[src/design/pmd_pkg.sv]
// shared types, widths and register codes for the pointer motion detector
package pmd_pkg;

    // fixed field widths
    localparam int POS_FIELD_W = 14;
    localparam int METRIC_W    = 23;
    localparam int THR_W       = 15;
    localparam int WEIGHT_W    = 9;

    // parameter defaults
    localparam int POS_BITS_DEF  = 14;
    localparam int FRAC_BITS_DEF = 8;

    // smoothing arithmetic
    localparam logic [WEIGHT_W-1:0] WEIGHT_ONE   = 9'd256;
    localparam int                  WEIGHT_SHIFT = 8;
    localparam logic [METRIC_W-1:0] METRIC_MAX   = {METRIC_W{1'b1}};

    // configuration registers
    localparam int                  PADDR_W      = 3;
    localparam int                  PDATA_W      = 32;
    localparam int                  REG_IDX_LSB  = 2;
    localparam logic                REG_IDX_THR  = 1'b0;
    localparam logic                REG_IDX_WGT  = 1'b1;
    localparam logic [THR_W-1:0]    THR_RESET    = 15'd90;
    localparam logic [WEIGHT_W-1:0] WEIGHT_RESET = 9'd205;

    typedef struct packed {
        logic [POS_FIELD_W-1:0] pos_x;
        logic [POS_FIELD_W-1:0] pos_y;
    } t_in_item;

    typedef struct packed {
        logic [METRIC_W-1:0] smoothed_metric;
        logic                large_motion;
    } t_out_item;

    // status of a serial arithmetic unit
    typedef struct packed {
        logic busy;
        logic done;
    } t_unit_sts;

endpackage

[src/design/pmd_smac.sv]
// bit-serial sum of two products, multiplier bits taken msb first
module pmd_smac #(
    parameter int OPD_W = 14,
    parameter int MUL_W = 14
) (
    input  logic                     i_clk,
    input  logic                     i_rst_n,
    input  logic                     i_start,
    input  logic [OPD_W-1:0]         i_opd_a,
    input  logic [OPD_W-1:0]         i_opd_b,
    input  logic [MUL_W-1:0]         i_mul_a,
    input  logic [MUL_W-1:0]         i_mul_b,
    output logic [OPD_W+MUL_W:0]     o_acc,
    output pmd_pkg::t_unit_sts       o_sts
);

    localparam int ACC_W = OPD_W + MUL_W + 1;
    localparam int CNT_W = $clog2(MUL_W);

    logic             r_busy;
    logic             r_done;
    logic [CNT_W-1:0] r_cnt;
    logic [ACC_W-1:0] r_acc;
    logic [OPD_W-1:0] r_a;
    logic [OPD_W-1:0] r_b;
    logic [MUL_W-1:0] r_ma;
    logic [MUL_W-1:0] r_mb;

    logic [ACC_W-1:0] w_pa;
    logic [ACC_W-1:0] w_pb;
    logic [ACC_W-1:0] n_acc;

    assign w_pa  = r_ma[MUL_W-1] ? ACC_W'(r_a) : '0;
    assign w_pb  = r_mb[MUL_W-1] ? ACC_W'(r_b) : '0;
    assign n_acc = {r_acc[ACC_W-2:0], 1'b0} + w_pa + w_pb;

    always_ff @(posedge i_clk) begin
        if (!i_rst_n) begin
            r_busy <= 1'b0;
            r_done <= 1'b0;
            r_cnt  <= '0;
        end else if (i_start) begin
            r_busy <= 1'b1;
            r_done <= 1'b0;
            r_cnt  <= CNT_W'(MUL_W - 1);
        end else if (r_busy) begin
            r_cnt <= r_cnt - 1'b1;
            if (r_cnt == '0) begin
                r_busy <= 1'b0;
                r_done <= 1'b1;
            end
        end
    end

    always_ff @(posedge i_clk) begin
        if (i_start) begin
            r_acc <= '0;
            r_a   <= i_opd_a;
            r_b   <= i_opd_b;
            r_ma  <= i_mul_a;
            r_mb  <= i_mul_b;
        end else if (r_busy) begin
            r_acc <= n_acc;
            r_ma  <= {r_ma[MUL_W-2:0], 1'b0};
            r_mb  <= {r_mb[MUL_W-2:0], 1'b0};
        end
    end

    assign o_acc      = r_acc;
    assign o_sts.busy = r_busy;
    assign o_sts.done = r_done;

endmodule

[src/design/pmd_sqrt.sv]
// floor square root, one root bit per cycle, radicand shifted in two bits a step
module pmd_sqrt #(
    parameter int ROOT_W = 23
) (
    input  logic                    i_clk,
    input  logic                    i_rst_n,
    input  logic                    i_start,
    input  logic [2*ROOT_W-1:0]     i_radicand,
    output logic [ROOT_W-1:0]       o_root,
    output pmd_pkg::t_unit_sts      o_sts
);

    localparam int RAD_W = 2 * ROOT_W;
    localparam int CNT_W = $clog2(ROOT_W);

    logic              r_busy;
    logic              r_done;
    logic [CNT_W-1:0]  r_cnt;
    logic [RAD_W-1:0]  r_rad;
    logic [ROOT_W-1:0] r_rem;
    logic [ROOT_W-1:0] r_root;

    logic [ROOT_W+1:0] w_rem_sh;
    logic [ROOT_W+1:0] w_trial;
    logic [ROOT_W+2:0] w_diff;
    logic              w_ge;

    // partial remainder stays below 2^ROOT_W until the last step
    assign w_rem_sh = {r_rem, r_rad[RAD_W-1 -: 2]};
    assign w_trial  = {r_root, 2'b01};
    assign w_diff   = {1'b0, w_rem_sh} - {1'b0, w_trial};
    assign w_ge     = ~w_diff[ROOT_W+2];

    always_ff @(posedge i_clk) begin
        if (!i_rst_n) begin
            r_busy <= 1'b0;
            r_done <= 1'b0;
            r_cnt  <= '0;
        end else if (i_start) begin
            r_busy <= 1'b1;
            r_done <= 1'b0;
            r_cnt  <= CNT_W'(ROOT_W - 1);
        end else if (r_busy) begin
            r_cnt <= r_cnt - 1'b1;
            if (r_cnt == '0) begin
                r_busy <= 1'b0;
                r_done <= 1'b1;
            end
        end
    end

    always_ff @(posedge i_clk) begin
        if (i_start) begin
            r_rad  <= i_radicand;
            r_rem  <= '0;
            r_root <= '0;
        end else if (r_busy) begin
            r_rad  <= {r_rad[RAD_W-3:0], 2'b00};
            r_rem  <= w_ge ? w_diff[ROOT_W-1:0] : w_rem_sh[ROOT_W-1:0];
            r_root <= {r_root[ROOT_W-2:0], w_ge};
        end
    end

    assign o_root     = r_root;
    assign o_sts.busy = r_busy;
    assign o_sts.done = r_done;

endmodule

[src/design/pointer_motion_ema_detector.sv]
// pointer motion detector: step length by serial square root, smoothed and thresholded
// One position per transaction, taken only while the block is idle; the next position
// is accepted on the cycle after the result register is loaded. Three serial units run
// one after another: the sum of squares of the step (POS_BITS multiplier bits, one at a
// time), the square root (POS_BITS + FRAC_BITS + 1 root bits, one at a time) and the
// weighted average (9 weight bits, one at a time). The result register holds a finished
// result while the next position is taken; if it is still stalled when the next result
// is ready, the block waits. The length carries FRAC_BITS fraction bits, the smoothed
// metric saturates at its 23-bit maximum, a weight above 256 acts as 256, and the stored
// previous position and metric start at zero. Registers: motion threshold at byte
// address 0, smoothing weight at byte address 4.
module pointer_motion_ema_detector #(
    parameter int POS_BITS  = pmd_pkg::POS_BITS_DEF,
    parameter int FRAC_BITS = pmd_pkg::FRAC_BITS_DEF
) (
    input  logic                          i_clk,
    input  logic                          i_rst_n,
    input  logic                          i_in_valid,
    output logic                          o_in_stall,
    input  pmd_pkg::t_in_item             i_in_data,
    output logic                          o_out_valid,
    input  logic                          i_out_stall,
    output pmd_pkg::t_out_item            o_out_data,
    input  logic                          psel,
    input  logic                          penable,
    input  logic                          pwrite,
    input  logic [pmd_pkg::PADDR_W-1:0]   paddr,
    input  logic [pmd_pkg::PDATA_W-1:0]   pwdata,
    output logic [pmd_pkg::PDATA_W-1:0]   prdata,
    output logic                          pready
);

    localparam int SUM_W     = 2 * POS_BITS + 1;
    localparam int ROOT_W    = POS_BITS + FRAC_BITS + 1;
    localparam int RAD_W     = 2 * ROOT_W;
    localparam int EMA_OPD_W = (ROOT_W > pmd_pkg::METRIC_W) ? ROOT_W : pmd_pkg::METRIC_W;
    localparam int EMA_ACC_W = EMA_OPD_W + pmd_pkg::WEIGHT_W + 1;
    localparam int SAT_LSB   = pmd_pkg::WEIGHT_SHIFT + pmd_pkg::METRIC_W;
    localparam int CMP_W     = (pmd_pkg::THR_W + FRAC_BITS > pmd_pkg::METRIC_W)
                             ? pmd_pkg::THR_W + FRAC_BITS : pmd_pkg::METRIC_W;

    typedef enum logic [3:0] {
        S_IDLE = 4'b0001,
        S_SQR  = 4'b0010,
        S_ROOT = 4'b0100,
        S_EMA  = 4'b1000
    } t_state;

    t_state r_state;
    t_state n_state;

    logic [pmd_pkg::THR_W-1:0]    r_thr;
    logic [pmd_pkg::WEIGHT_W-1:0] r_weight;
    logic [POS_BITS-1:0]          r_prev_x;
    logic [POS_BITS-1:0]          r_prev_y;
    logic [pmd_pkg::METRIC_W-1:0] r_metric;
    logic                         r_out_valid;
    pmd_pkg::t_out_item           r_out_data;

    logic                         w_cfg_wr;
    logic                         w_in_acc;
    logic                         w_out_free;
    logic                         w_root_start;
    logic                         w_ema_start;
    logic                         w_out_load;
    logic [POS_BITS-1:0]          w_x;
    logic [POS_BITS-1:0]          w_y;
    logic [POS_BITS-1:0]          w_dx;
    logic [POS_BITS-1:0]          w_dy;
    logic [SUM_W-1:0]             w_sum;
    logic [RAD_W-1:0]             w_rad;
    logic [ROOT_W-1:0]            w_root;
    logic [pmd_pkg::WEIGHT_W-1:0] w_alpha;
    logic [pmd_pkg::WEIGHT_W-1:0] w_beta;
    logic [EMA_ACC_W-1:0]         w_ema_acc;
    logic [pmd_pkg::METRIC_W-1:0] w_metric;
    logic [CMP_W-1:0]             w_thr_cmp;
    logic                         w_flag;

    pmd_pkg::t_unit_sts           sqr_sts;
    pmd_pkg::t_unit_sts           root_sts;
    pmd_pkg::t_unit_sts           ema_sts;

    // configuration port
    assign pready   = 1'b1;
    assign w_cfg_wr = psel && penable && pwrite;

    always_ff @(posedge i_clk) begin
        if (!i_rst_n) begin
            r_thr    <= pmd_pkg::THR_RESET;
            r_weight <= pmd_pkg::WEIGHT_RESET;
        end else if (w_cfg_wr) begin
            unique case (paddr[pmd_pkg::REG_IDX_LSB])
                pmd_pkg::REG_IDX_THR: r_thr    <= pwdata[pmd_pkg::THR_W-1:0];
                pmd_pkg::REG_IDX_WGT: r_weight <= pwdata[pmd_pkg::WEIGHT_W-1:0];
                default: ;
            endcase
        end
    end

    always_comb begin
        unique case (paddr[pmd_pkg::REG_IDX_LSB])
            pmd_pkg::REG_IDX_THR: prdata = pmd_pkg::PDATA_W'(r_thr);
            pmd_pkg::REG_IDX_WGT: prdata = pmd_pkg::PDATA_W'(r_weight);
            default:              prdata = '0;
        endcase
    end

    // sequencing
    assign w_in_acc     = i_in_valid && (r_state == S_IDLE);
    assign w_out_free   = !r_out_valid || !i_out_stall;
    assign w_root_start = (r_state == S_SQR) && sqr_sts.done;
    assign w_ema_start  = (r_state == S_ROOT) && root_sts.done;
    assign w_out_load   = (r_state == S_EMA) && ema_sts.done && w_out_free;

    always_comb begin
        n_state = r_state;
        unique case (r_state)
            S_IDLE: if (w_in_acc) n_state = S_SQR;
            S_SQR:  if (w_root_start) n_state = S_ROOT;
            S_ROOT: if (w_ema_start) n_state = S_EMA;
            S_EMA:  if (w_out_load) n_state = S_IDLE;
            default: n_state = S_IDLE;
        endcase
    end

    always_ff @(posedge i_clk) begin
        if (!i_rst_n) begin
            r_state     <= S_IDLE;
            r_prev_x    <= '0;
            r_prev_y    <= '0;
            r_metric    <= '0;
            r_out_valid <= 1'b0;
        end else begin
            r_state <= n_state;
            if (w_in_acc) begin
                r_prev_x <= w_x;
                r_prev_y <= w_y;
            end
            if (w_out_load) begin
                r_metric    <= w_metric;
                r_out_valid <= 1'b1;
            end else if (!i_out_stall) begin
                r_out_valid <= 1'b0;
            end
        end
    end

    always_ff @(posedge i_clk) begin
        if (w_out_load) begin
            r_out_data.smoothed_metric <= w_metric;
            r_out_data.large_motion    <= w_flag;
        end
    end

    // step from the previous position
    assign w_x  = POS_BITS'(i_in_data.pos_x);
    assign w_y  = POS_BITS'(i_in_data.pos_y);
    assign w_dx = (w_x >= r_prev_x) ? (w_x - r_prev_x) : (r_prev_x - w_x);
    assign w_dy = (w_y >= r_prev_y) ? (w_y - r_prev_y) : (r_prev_y - w_y);

    pmd_smac #(
        .OPD_W (POS_BITS),
        .MUL_W (POS_BITS)
    ) u_sqr (
        .i_clk   (i_clk),
        .i_rst_n (i_rst_n),
        .i_start (w_in_acc),
        .i_opd_a (w_dx),
        .i_opd_b (w_dy),
        .i_mul_a (w_dx),
        .i_mul_b (w_dy),
        .o_acc   (w_sum),
        .o_sts   (sqr_sts)
    );

    // length with FRAC_BITS fraction bits
    assign w_rad = RAD_W'({w_sum, {(2 * FRAC_BITS){1'b0}}});

    pmd_sqrt #(
        .ROOT_W (ROOT_W)
    ) u_sqrt (
        .i_clk      (i_clk),
        .i_rst_n    (i_rst_n),
        .i_start    (w_root_start),
        .i_radicand (w_rad),
        .o_root     (w_root),
        .o_sts      (root_sts)
    );

    // weighted average of new length and stored metric
    assign w_alpha = (r_weight > pmd_pkg::WEIGHT_ONE) ? pmd_pkg::WEIGHT_ONE : r_weight;
    assign w_beta  = pmd_pkg::WEIGHT_ONE - w_alpha;

    pmd_smac #(
        .OPD_W (EMA_OPD_W),
        .MUL_W (pmd_pkg::WEIGHT_W)
    ) u_ema (
        .i_clk   (i_clk),
        .i_rst_n (i_rst_n),
        .i_start (w_ema_start),
        .i_opd_a (EMA_OPD_W'(w_root)),
        .i_opd_b (EMA_OPD_W'(r_metric)),
        .i_mul_a (w_alpha),
        .i_mul_b (w_beta),
        .o_acc   (w_ema_acc),
        .o_sts   (ema_sts)
    );

    assign w_metric  = (|w_ema_acc[EMA_ACC_W-1:SAT_LSB]) ? pmd_pkg::METRIC_MAX
                     : w_ema_acc[pmd_pkg::WEIGHT_SHIFT +: pmd_pkg::METRIC_W];
    assign w_thr_cmp = CMP_W'(r_thr) << FRAC_BITS;
    assign w_flag    = CMP_W'(w_metric) > w_thr_cmp;

    assign o_in_stall  = (r_state != S_IDLE);
    assign o_out_valid = r_out_valid;
    assign o_out_data  = r_out_data;

`ifndef SYNTHESIS
    a_flag_matches: assert property (@(posedge i_clk) disable iff (!i_rst_n)
        w_out_load |=> o_out_data.large_motion ==
            (CMP_W'(o_out_data.smoothed_metric) > $past(w_thr_cmp)))
        else $error("large_motion disagrees with loaded metric");

    a_one_unit: assert property (@(posedge i_clk) disable iff (!i_rst_n)
        $onehot0({sqr_sts.busy, root_sts.busy, ema_sts.busy}))
        else $error("more than one serial unit busy");

    a_idle_quiet: assert property (@(posedge i_clk) disable iff (!i_rst_n)
        !o_in_stall |-> !(sqr_sts.busy || root_sts.busy || ema_sts.busy))
        else $error("input open while a unit is busy");

    a_start_sqr: assert property (@(posedge i_clk) disable iff (!i_rst_n)
        w_in_acc |=> sqr_sts.busy && !sqr_sts.done)
        else $error("accepted transaction did not start the sum of squares");
`endif

endmodule

[config.mk]
export PLATFORM = sky130hd
export DESIGN_NAME = pointer_motion_ema_detector
export DESIGN_NICKNAME = d
export VERILOG_FILES = /design/src/design/pmd_pkg.sv /design/src/design/pmd_smac.sv /design/src/design/pmd_sqrt.sv /design/src/design/pointer_motion_ema_detector.sv
export SDC_FILE = /design/constraint.sdc
export NUM_CORES = 1
export LEC_CHECK = 0
export BUFFER_PORTS_ARGS = -buffer_cell sky130_fd_sc_hd__buf_2
export CORE_MARGIN = 2
export CORE_UTILIZATION = 45
export DETAILED_ROUTE_END_ITERATION = 8
export GPL_TIMING_DRIVEN = 0
export SLEW_MARGIN = 10
export SYNTH_ARGS = -nofsm -noshare
export SYNTH_HDL_FRONTEND = slang
export SYNTH_HIERARCHICAL = 1
export SYNTH_SLANG_ARGS = --single-unit
[constraint.sdc]
create_clock -name i_clk -period 3.15 [get_ports i_clk]
set_input_delay 0.63 -clock i_clk [delete_from_list [all_inputs] [get_ports i_clk]]
set_output_delay 0.63 -clock i_clk [all_outputs]
set_load 0.03 [all_outputs]
==> parameters.txt, run 1 <==
Parameter                              Value

Synth
  Total number of yosys warnings ... 6
  Cell count after synthesis ... 2351
  Avg Cell Area, Syn ... 9.94 um2
  Cell area after technology mapping ... 23400 um2

Placement
  Placed Instances ... 3155
  Post-DP HPWL ... 43.8 mm
  Number of buffer cells added on primary ports ... 90
  Routability congestion estimate from global placement ... 0.881

Drt
  Ratio of routed vias to standard cells ... 5.45
  Number of DRC violations after detailed-routing iteration 0 ... 1156
  Iteration count of the initial detailed-routing pass ... 5
  Average detailed-routed wire length per instance ... 18.3 um
  Vias ... 17900
  Detail Route Antenna Nets ... 0
  Final WL ... 60.1 mm
  Residual DRC count ... 0

Critical path
  Setup crit end kind ... register
  Top cell family by delay on the critical path ... compound AO/OA/AOI/OAI gates
  Type of the setup path with the least slack ... register to register
  Sum of buffers and inverters on the critical path ... 1
  Reg2reg end ... u_ema/o_acc[25]
  Largest incremental delay on the critical path ... 520 ps
  Ordered cell list for the critical path ... buf_8, and2_1, fa_1, ha_1, and3_1, a221oi_4, a2bb2oi_4, nor2_2, a31o_4, o2111ai_2, nand3_1
  Crit path launch ... u_ema/r_mb[8]
  CP Data Required Time ... 3610 ps
  Kind of start point of the critical path ... register
  Worst R2R Path Depth ... 11
  R2r setup slk ... -240 ps
  Critical-path cell with the highest stage delay ... edfxtp_1
  Arrival time of data at the critical path endpoint ... 3850 ps
  Worst Path Max Fanout ... 6
  Worst flop-to-flop path startpoint ... u_ema/r_mb[8]

Global route
  Pin count of the biggest net entering global routing ... 44
  Number of antenna violations at the first check in global routing ... 1
  First-pass GRT wire length ... 95.2 mm
  Total routing resource utilization after global routing ... 22.3%
  Overflow left after global routing ... 0
  Via count of the first global-routing pass ... 17500

Clock tree
  H-Tree Level Count ... 2
  Clock-pin slew on the worst setup and hold paths ... 60 ps
  TritonCTS Buffers ... 45
  Clock latency on the worst-skew pair ... 580 ps
  Worst-case clock buffer depth ... 3
  Number of clock sinks seen by CTS ... 397
  Clock tree from TritonCTS ... done
  Post-CTS Hold Fix Bufs ... 0
  Clk root buf ... clkbuf_16

Pwr
  Areal power density over the cells ... 625 nW/um2
  Static leakage ... 10.7 nW
  Peak supply drop ... 420 uV

Hold path
  Cell count of the worst hold path ... 3
  Path class of the lowest-slack min-delay path ... input port to register
  Worst-case hold path end point ... r_weight[0]
  Launch instance of the worst min-delay path ... pwdata[0]

Final layout
  Count of filler cells inserted in the layout ... 4653
  Number of inserted diodes ... 0
  Layout cell share with drive strength beyond 1 ... 19.9%
  Post-Layout Cell Count ... 3284
  Signed area change from the synthesized netlist to the final layout ... 17.5%
  Post-layout net count ... 2816

STA
  Post-route worst setup slack ... -239 ps
  Final Hold Vio Count ... 0
  Max Clock Skew ... 17.9 ps
  Final worst path period share ... 108%
  Tmin final ... 3390 ps
  Highest Clock Rate ... 0.295 GHz
  Slew at the pin with the worst max-slew slack ... 862 ps
  Slew HR ... 42.5%
  Unrepaired setup endpoints after global routing ... true
  Final Setup Violations ... 23
  Final Max Slew Viols ... 0
  Worst-case hold slack ... 303 ps

Run status
  Run status ... finished with violations
  Violated checks ... setup timing

Floorplanning
  Core footprint ... 51300 um2
  Initial cell density of the core ... 45.6%
  X dimension of the die ... 232 um
  Die ar. ... 53800 um2
  Number of primary I/O pins ... 129
  Vertical die dimension ... 232 um
  Number of rows created at floorplan ... 83

Job
  Total of max-cap violations ... 0
-- area by class of cell --
class / count / area [um2] / share of cell area, %
buffer: 133 / 790 / 2.87
clock buffer: 59 / 1240 / 4.52
clock inverter: 25 / 274 / 0.997
inverter: 149 / 567 / 2.06
multi-input combinational: 1706 / 13100 / 47.6
sequential: 397 / 9850 / 35.9
tap: 680 / 851 / 3.10
timing repair buffer: 134 / 815 / 2.96
timing repair inverter: 1 / 7.51 / 0.0273
-- worst reg2reg max path, delay by kind of cell (launching register included) --
| kind | cells | cell delay, ps |
|---|---|---|
| simple gates | 4 | 610 |
| compound gates | 4 | 1090 |
| flops | 1 | 520 |
| buf+inv | 1 | 200 |
| fa+ha+maj | 2 | 860 |
-- state kept, by name, summed over array words and instances (netlist names), 5 cells and up --
register	flops
o_out_data	24
r_metric	23
r_prev_x	14
r_prev_y	14
r_thr	15
r_weight	9
u_ema/o_acc	33
u_ema/r_a	23
u_ema/r_b	23
u_ema/r_ma	9
u_ema/r_mb	9
u_sqr/o_acc	29
u_sqr/r_a	14
u_sqr/r_b	14
u_sqr/r_ma	14
u_sqr/r_mb	14
u_sqrt/o_root	23
u_sqrt/r_cnt	5
u_sqrt/r_rad	46
u_sqrt/r_rem	23
-- timing repair --
action | 4_1_cts | 5_1_grt
cloned | 5 | 0
pin swaps | 37 | 42
resized for setup | 93 | 89
endpoints found under the setup margin | 151 | 100
setup buffers | 26 | 15
hold endpoints to repair | 0 | 0
-- per-layer routing --
metal / vias to the layer above / global-route usage (%) / part of all wire [%] / routed length, um
li1: 8737 / - / - / -
met1: 8679 / 28.7 / 44 / 26700
met2: 387 / 38.8 / 49 / 29200
met3: 95 / 2.95 / 4.0 / 2420
met4: 0 / 6.77 / 3.1 / 1840
met5: - / 0 / 0 / 0
-- report_power, final --
group	switching, W	internal [W]	leakage, nW
Sequential	0.000415	0.00594	3.45
Clock	0.00220	0.00320	0.713
Combinational	0.00306	0.00236	6.49
Total	0.00567	0.0115	10.7
-- through the flow --
stage	setup TNS (ps)	setup slack, ps	total power, W	util (%)	cell area [um2]
after floorplan	0	0.0915	0.00988	-	23500
after global placement	-70010	-656	0.0110	48.4	24800
after detailed placement	-52540	-719	0.0111	48.4	24800
after CTS	-3800	-310	0.0168	52.6	27000
after global routing	-6520	-358	0.0181	53.6	27500
final	-3040	-239	0.0172	53.6	27500
-- cell usage in the layout (no fill, tap or decap), types with 65 or more instances in the layout --
cell and instances:
and2_1 80, a21oi_1 82, mux2_2 89, inv_1 145, o21ai_0 66, buf_2 108
nor2_1 152, buf_4 65, nand2_1 225, edfxtp_1 190, dfxtp_1 207, ha_1 112
mux2i_1 82
-- worst max-delay path by stage --
stage	endpoint	slack, ps	cells past startpoint
5_1_grt	u_ema/o_acc[25]	-360	11
6_report	u_ema/o_acc[25]	-240	11
4_1_cts	u_ema/o_acc[25]	-310	13
2_1_floorplan	u_ema/o_acc[25]	0.09	13
3_3_place_gp	u_sqr/r_mb[0]	-660	7
3_5_place_dp	u_sqr/o_acc[27]	-720	10
Power figures use the tool's default switching activity.
==> run 2, diff against run 1 <==
Settings changed: SYNTH_HIERARCHICAL 1 to default.
Clock period 3.15 ns to 4.09 ns, I/O delays scaled along.
==> parameters.txt, run 2 <==
Parameter                              Value

Run status
  Run status ... complete, no violations

Floorplanning
  Core footprint ... 49000 um2 (-4.6%)
  Number of rows created at floorplan ... 81 (-2.4%)
  Initial cell density of the core ... 45.5% (-0.051 points)
  X dimension of the die ... 227 um (-2.3%)
  Vertical die dimension ... 227 um (-2.3%)
  Die ar. ... 51300 um2 (-4.6%)
  Number of primary I/O pins ... 129 (unchanged)

Synth
  Cell area after technology mapping ... 22300 um2 (-4.7%)
  Share of the synthesized area in the top cell type ... 23.2%
  Avg Cell Area, Syn ... 9.29 um2 (-6.5%)
  Sequential element share of the synthesized area ... 41.9%
  Synthesis-stage register bit count ... 380
  Cell count after synthesis ... 2397 (+2.0%)
  Top-count cell post-synth ... nand2_1
  Dominant cells by area after synthesis ... edfxtp_1 23%, dfxtp_1 19%, ha_1 7.8%
  Number of enable-type register cells in the synthesized netlist ... 172
  Post-synth top area cell ... edfxtp_1
  Post-synthesis async set-or-reset flop share ... 0%
  Number of distinct library cell variants in the gate-level netlist after synthesis ... 88
  Total number of yosys warnings ... 0 (-6)
  Most common library cells after synthesis ... 342 x nand2_1, 216 x inv_1, 208 x dfxtp_1
  Post-synth top flop ... dfxtp_1

STA
  Highest Clock Rate ... 0.256 GHz (-13%)
  Max Clock Skew ... 21.2 ps (+3.31 ps)
  Final-layout setup total negative slack ... 0 ps (+3040 ps)
  Final Max Slew Viols ... 0 (unchanged)
  Final worst path period share ... 95.4% (-12 points)
  Final Hold Vio Count ... 0 (unchanged)
  Unrepaired setup endpoints after global routing ... false
  Slew HR ... 34.6% (-7.9 points)
  Tmin final ... 3900 ps (+512 ps)
  Slew at the pin with the worst max-slew slack ... 973 ps (+111 ps)
  Final Setup Violations ... 0 (-100%)

Pwr
  Static leakage ... 10.3 nW (-3.1%)
  Peak supply drop ... 431 uV (+2.7%)
  Total power draw ... 0.0123 W (-29%)
  Areal power density over the cells ... 489 nW/um2 (-22%)

Drt
  Detailed-route wire length on metal 1 ... 26.0 mm (-2.7%)
  Iteration count of the initial detailed-routing pass ... 7 (+2)
  Sum of met2 wire segment lengths after detailed routing ... 26.9 mm (-7.7%)
  Detail Route Antenna Nets ... 0 (unchanged)
  Max layer used ... met4
  Final WL ... 57.0 mm (-5.3%)
  Vias ... 17300 (-3.3%)
  Ratio of routed vias to standard cells ... 5.33 (-2.2%)
  Detailed-routed wire length on met3 ... 2.71 mm (+12%)
  Average detailed-routed wire length per instance ... 17.6 um (-4.1%)
  Number of DRC violations after detailed-routing iteration 0 ... 1164 (+0.69%)
  Residual DRC count ... 0 (unchanged)

Final layout
  Flip-flop count of the largest register, all copies and words added ... 33 (-28%)
  Register Area ... 9330 um2 (-5.3%)
  Layout cell share with drive strength beyond 1 ... 9.37% (-11 points)
  Area used by multi-input combinational logic ... 11600 um2 (-11%)
  Number of inserted diodes ... 0 (unchanged)
  Most frequent cells in the layout ... 341 x nand2_1, 216 x inv_1, 208 x dfxtp_1
  Post-layout net count ... 2797 (-0.67%)
  Signed area change from the synthesized netlist to the final layout ... 12.6%
  Count of filler cells inserted in the layout ... 4647 (-0.13%)
  Leading cell type in the layout, fill and taps excluded ... nand2_1

Global route
  Overflow left after global routing ... 0 (unchanged)
  Number of antenna violations at the first check in global routing ... 0 (-1)
  Total routing resource utilization after global routing ... 22.5% (+0.18 points)
  Pin count of the biggest net entering global routing ... 56 (+27%)
  First-pass GRT wire length ... 90.9 mm (-4.5%)
  Via count of the first global-routing pass ... 16700 (-4.5%)

Clock tree
  H-Tree Level Count ... 2 (unchanged)
  Worst-case clock buffer depth ... 3 (unchanged)
  Clk root buf ... clkbuf_16
  Number of clock sinks seen by CTS ... 380 (-4.3%)
  Clock latency on the worst-skew pair ... 580 ps (about the same)
  Clock tree from TritonCTS ... done
  TritonCTS Buffers ... 44 (-2.2%)
  Clock-pin slew on the worst setup and hold paths ... 60 ps (about the same)

Hold path
  Path class of the lowest-slack min-delay path ... register to register
  Cell count of the worst hold path ... 0 (-3)

Placement
  Routability congestion estimate from global placement ... 0.910 (+3.3%)
  Number of buffer cells added on primary ports ... 89 (-1.1%)
  Post-DP HPWL ... 43.1 mm (-1.5%)

Critical path
  Setup crit end kind ... register
  Kind of start point of the critical path ... register
  Worst R2R Path Depth ... 13 (+2)
  Worst Path Max Fanout ... 4 (-2)
  Type of the setup path with the least slack ... register to register
  Arrival time of data at the critical path endpoint ... 4390 ps (+540 ps)
  CP Data Required Time ... 4580 ps (+970 ps)

Job
  Total of max-cap violations ... 0 (unchanged)
## run 2: cell families after synthesis
group,synth area share (%)
and+or+nand+nor,15.9
AOI/OAI and AO/OA,14.7
DFF,41.9
buffers and inverters,6.31
adders and majority gates,11.4
muxes,5.69
xor gates and xnor gates,4.05
other,0.0337
## run 2: layout make-up
class	count	share of cell area, %
plain buffers	122	2.35
clock buffers	58	4.68
clock inverters	22	0.883
inverters	217	3.25
multi-input cells	1690	46.4
flip-flops and latches	380	37.2
well taps	664	3.31
repair buffers	93	1.92
## run 2: timing repair
| item | 4_1_cts | 5_1_grt |
|---|---|---|
| pin swaps | 0 | 2 |
| hold buffers | 0 | 0 |
| gates cloned | 0 | 0 |
| buffers inserted | 1 | 2 |
| endpoints found under the setup margin | 10 | 18 |
| gates resized for setup | 5 | 11 |
## run 2: final timing paths
| path | to | slack [ps] | from |
|---|---|---|---|
| worst min-delay path | u_ema.r_b[22] | 430 | r_metric[22] |
| worst max-delay path | u_ema.o_acc[25] | 190 | u_ema.r_mb[8] |
| worst min register to register | u_ema.r_b[22] | 430 | r_metric[22] |
| worst max register to register | u_ema.o_acc[25] | 190 | u_ema.r_mb[8] |
## run 2: worst max-delay path, stage by stage, from the launching register on
cell and delay, ps:
edfxtp_1 480, buf_4 190, and2_1 150, fa_1 470
ha_1 250, fa_2 390, a211oi_2 220, o21ba_2 240
o21ai_2 110, a311o_1 440, a211oi_4 370, nor2b_1 110
xnor2_1 140, a211oi_1 230
## run 2: through the flow
stage	utilization [%]	area, um2	hold WS [ps]	setup WS [ps]	cells
finish	51.3	25100	428	188	3246
global route	51.3	25100	433	41.7	3246
CTS	51.2	25100	428	12.0	3248
detailed placement	48.3	23600	414	-479	3167
global placement	48.2	23600	413	-675	3166
floorplan	-	22300	408	560	2413
## run 2: layer usage
metal,vias to the layer above,GRT usage (%)
met1,8278,30.2
met3,87,3.51
met5,-,0
li1,8551,-
met2,384,37.5
met4,0,6.18
## run 2: report_power, final
group	leakage (nW)	internal, W	switching, W
combinational	6.38	0.00156	0.00220
sequential	3.28	0.00439	0.000252
clock	0.673	0.00223	0.00164
total	10.3	0.00818	0.00409
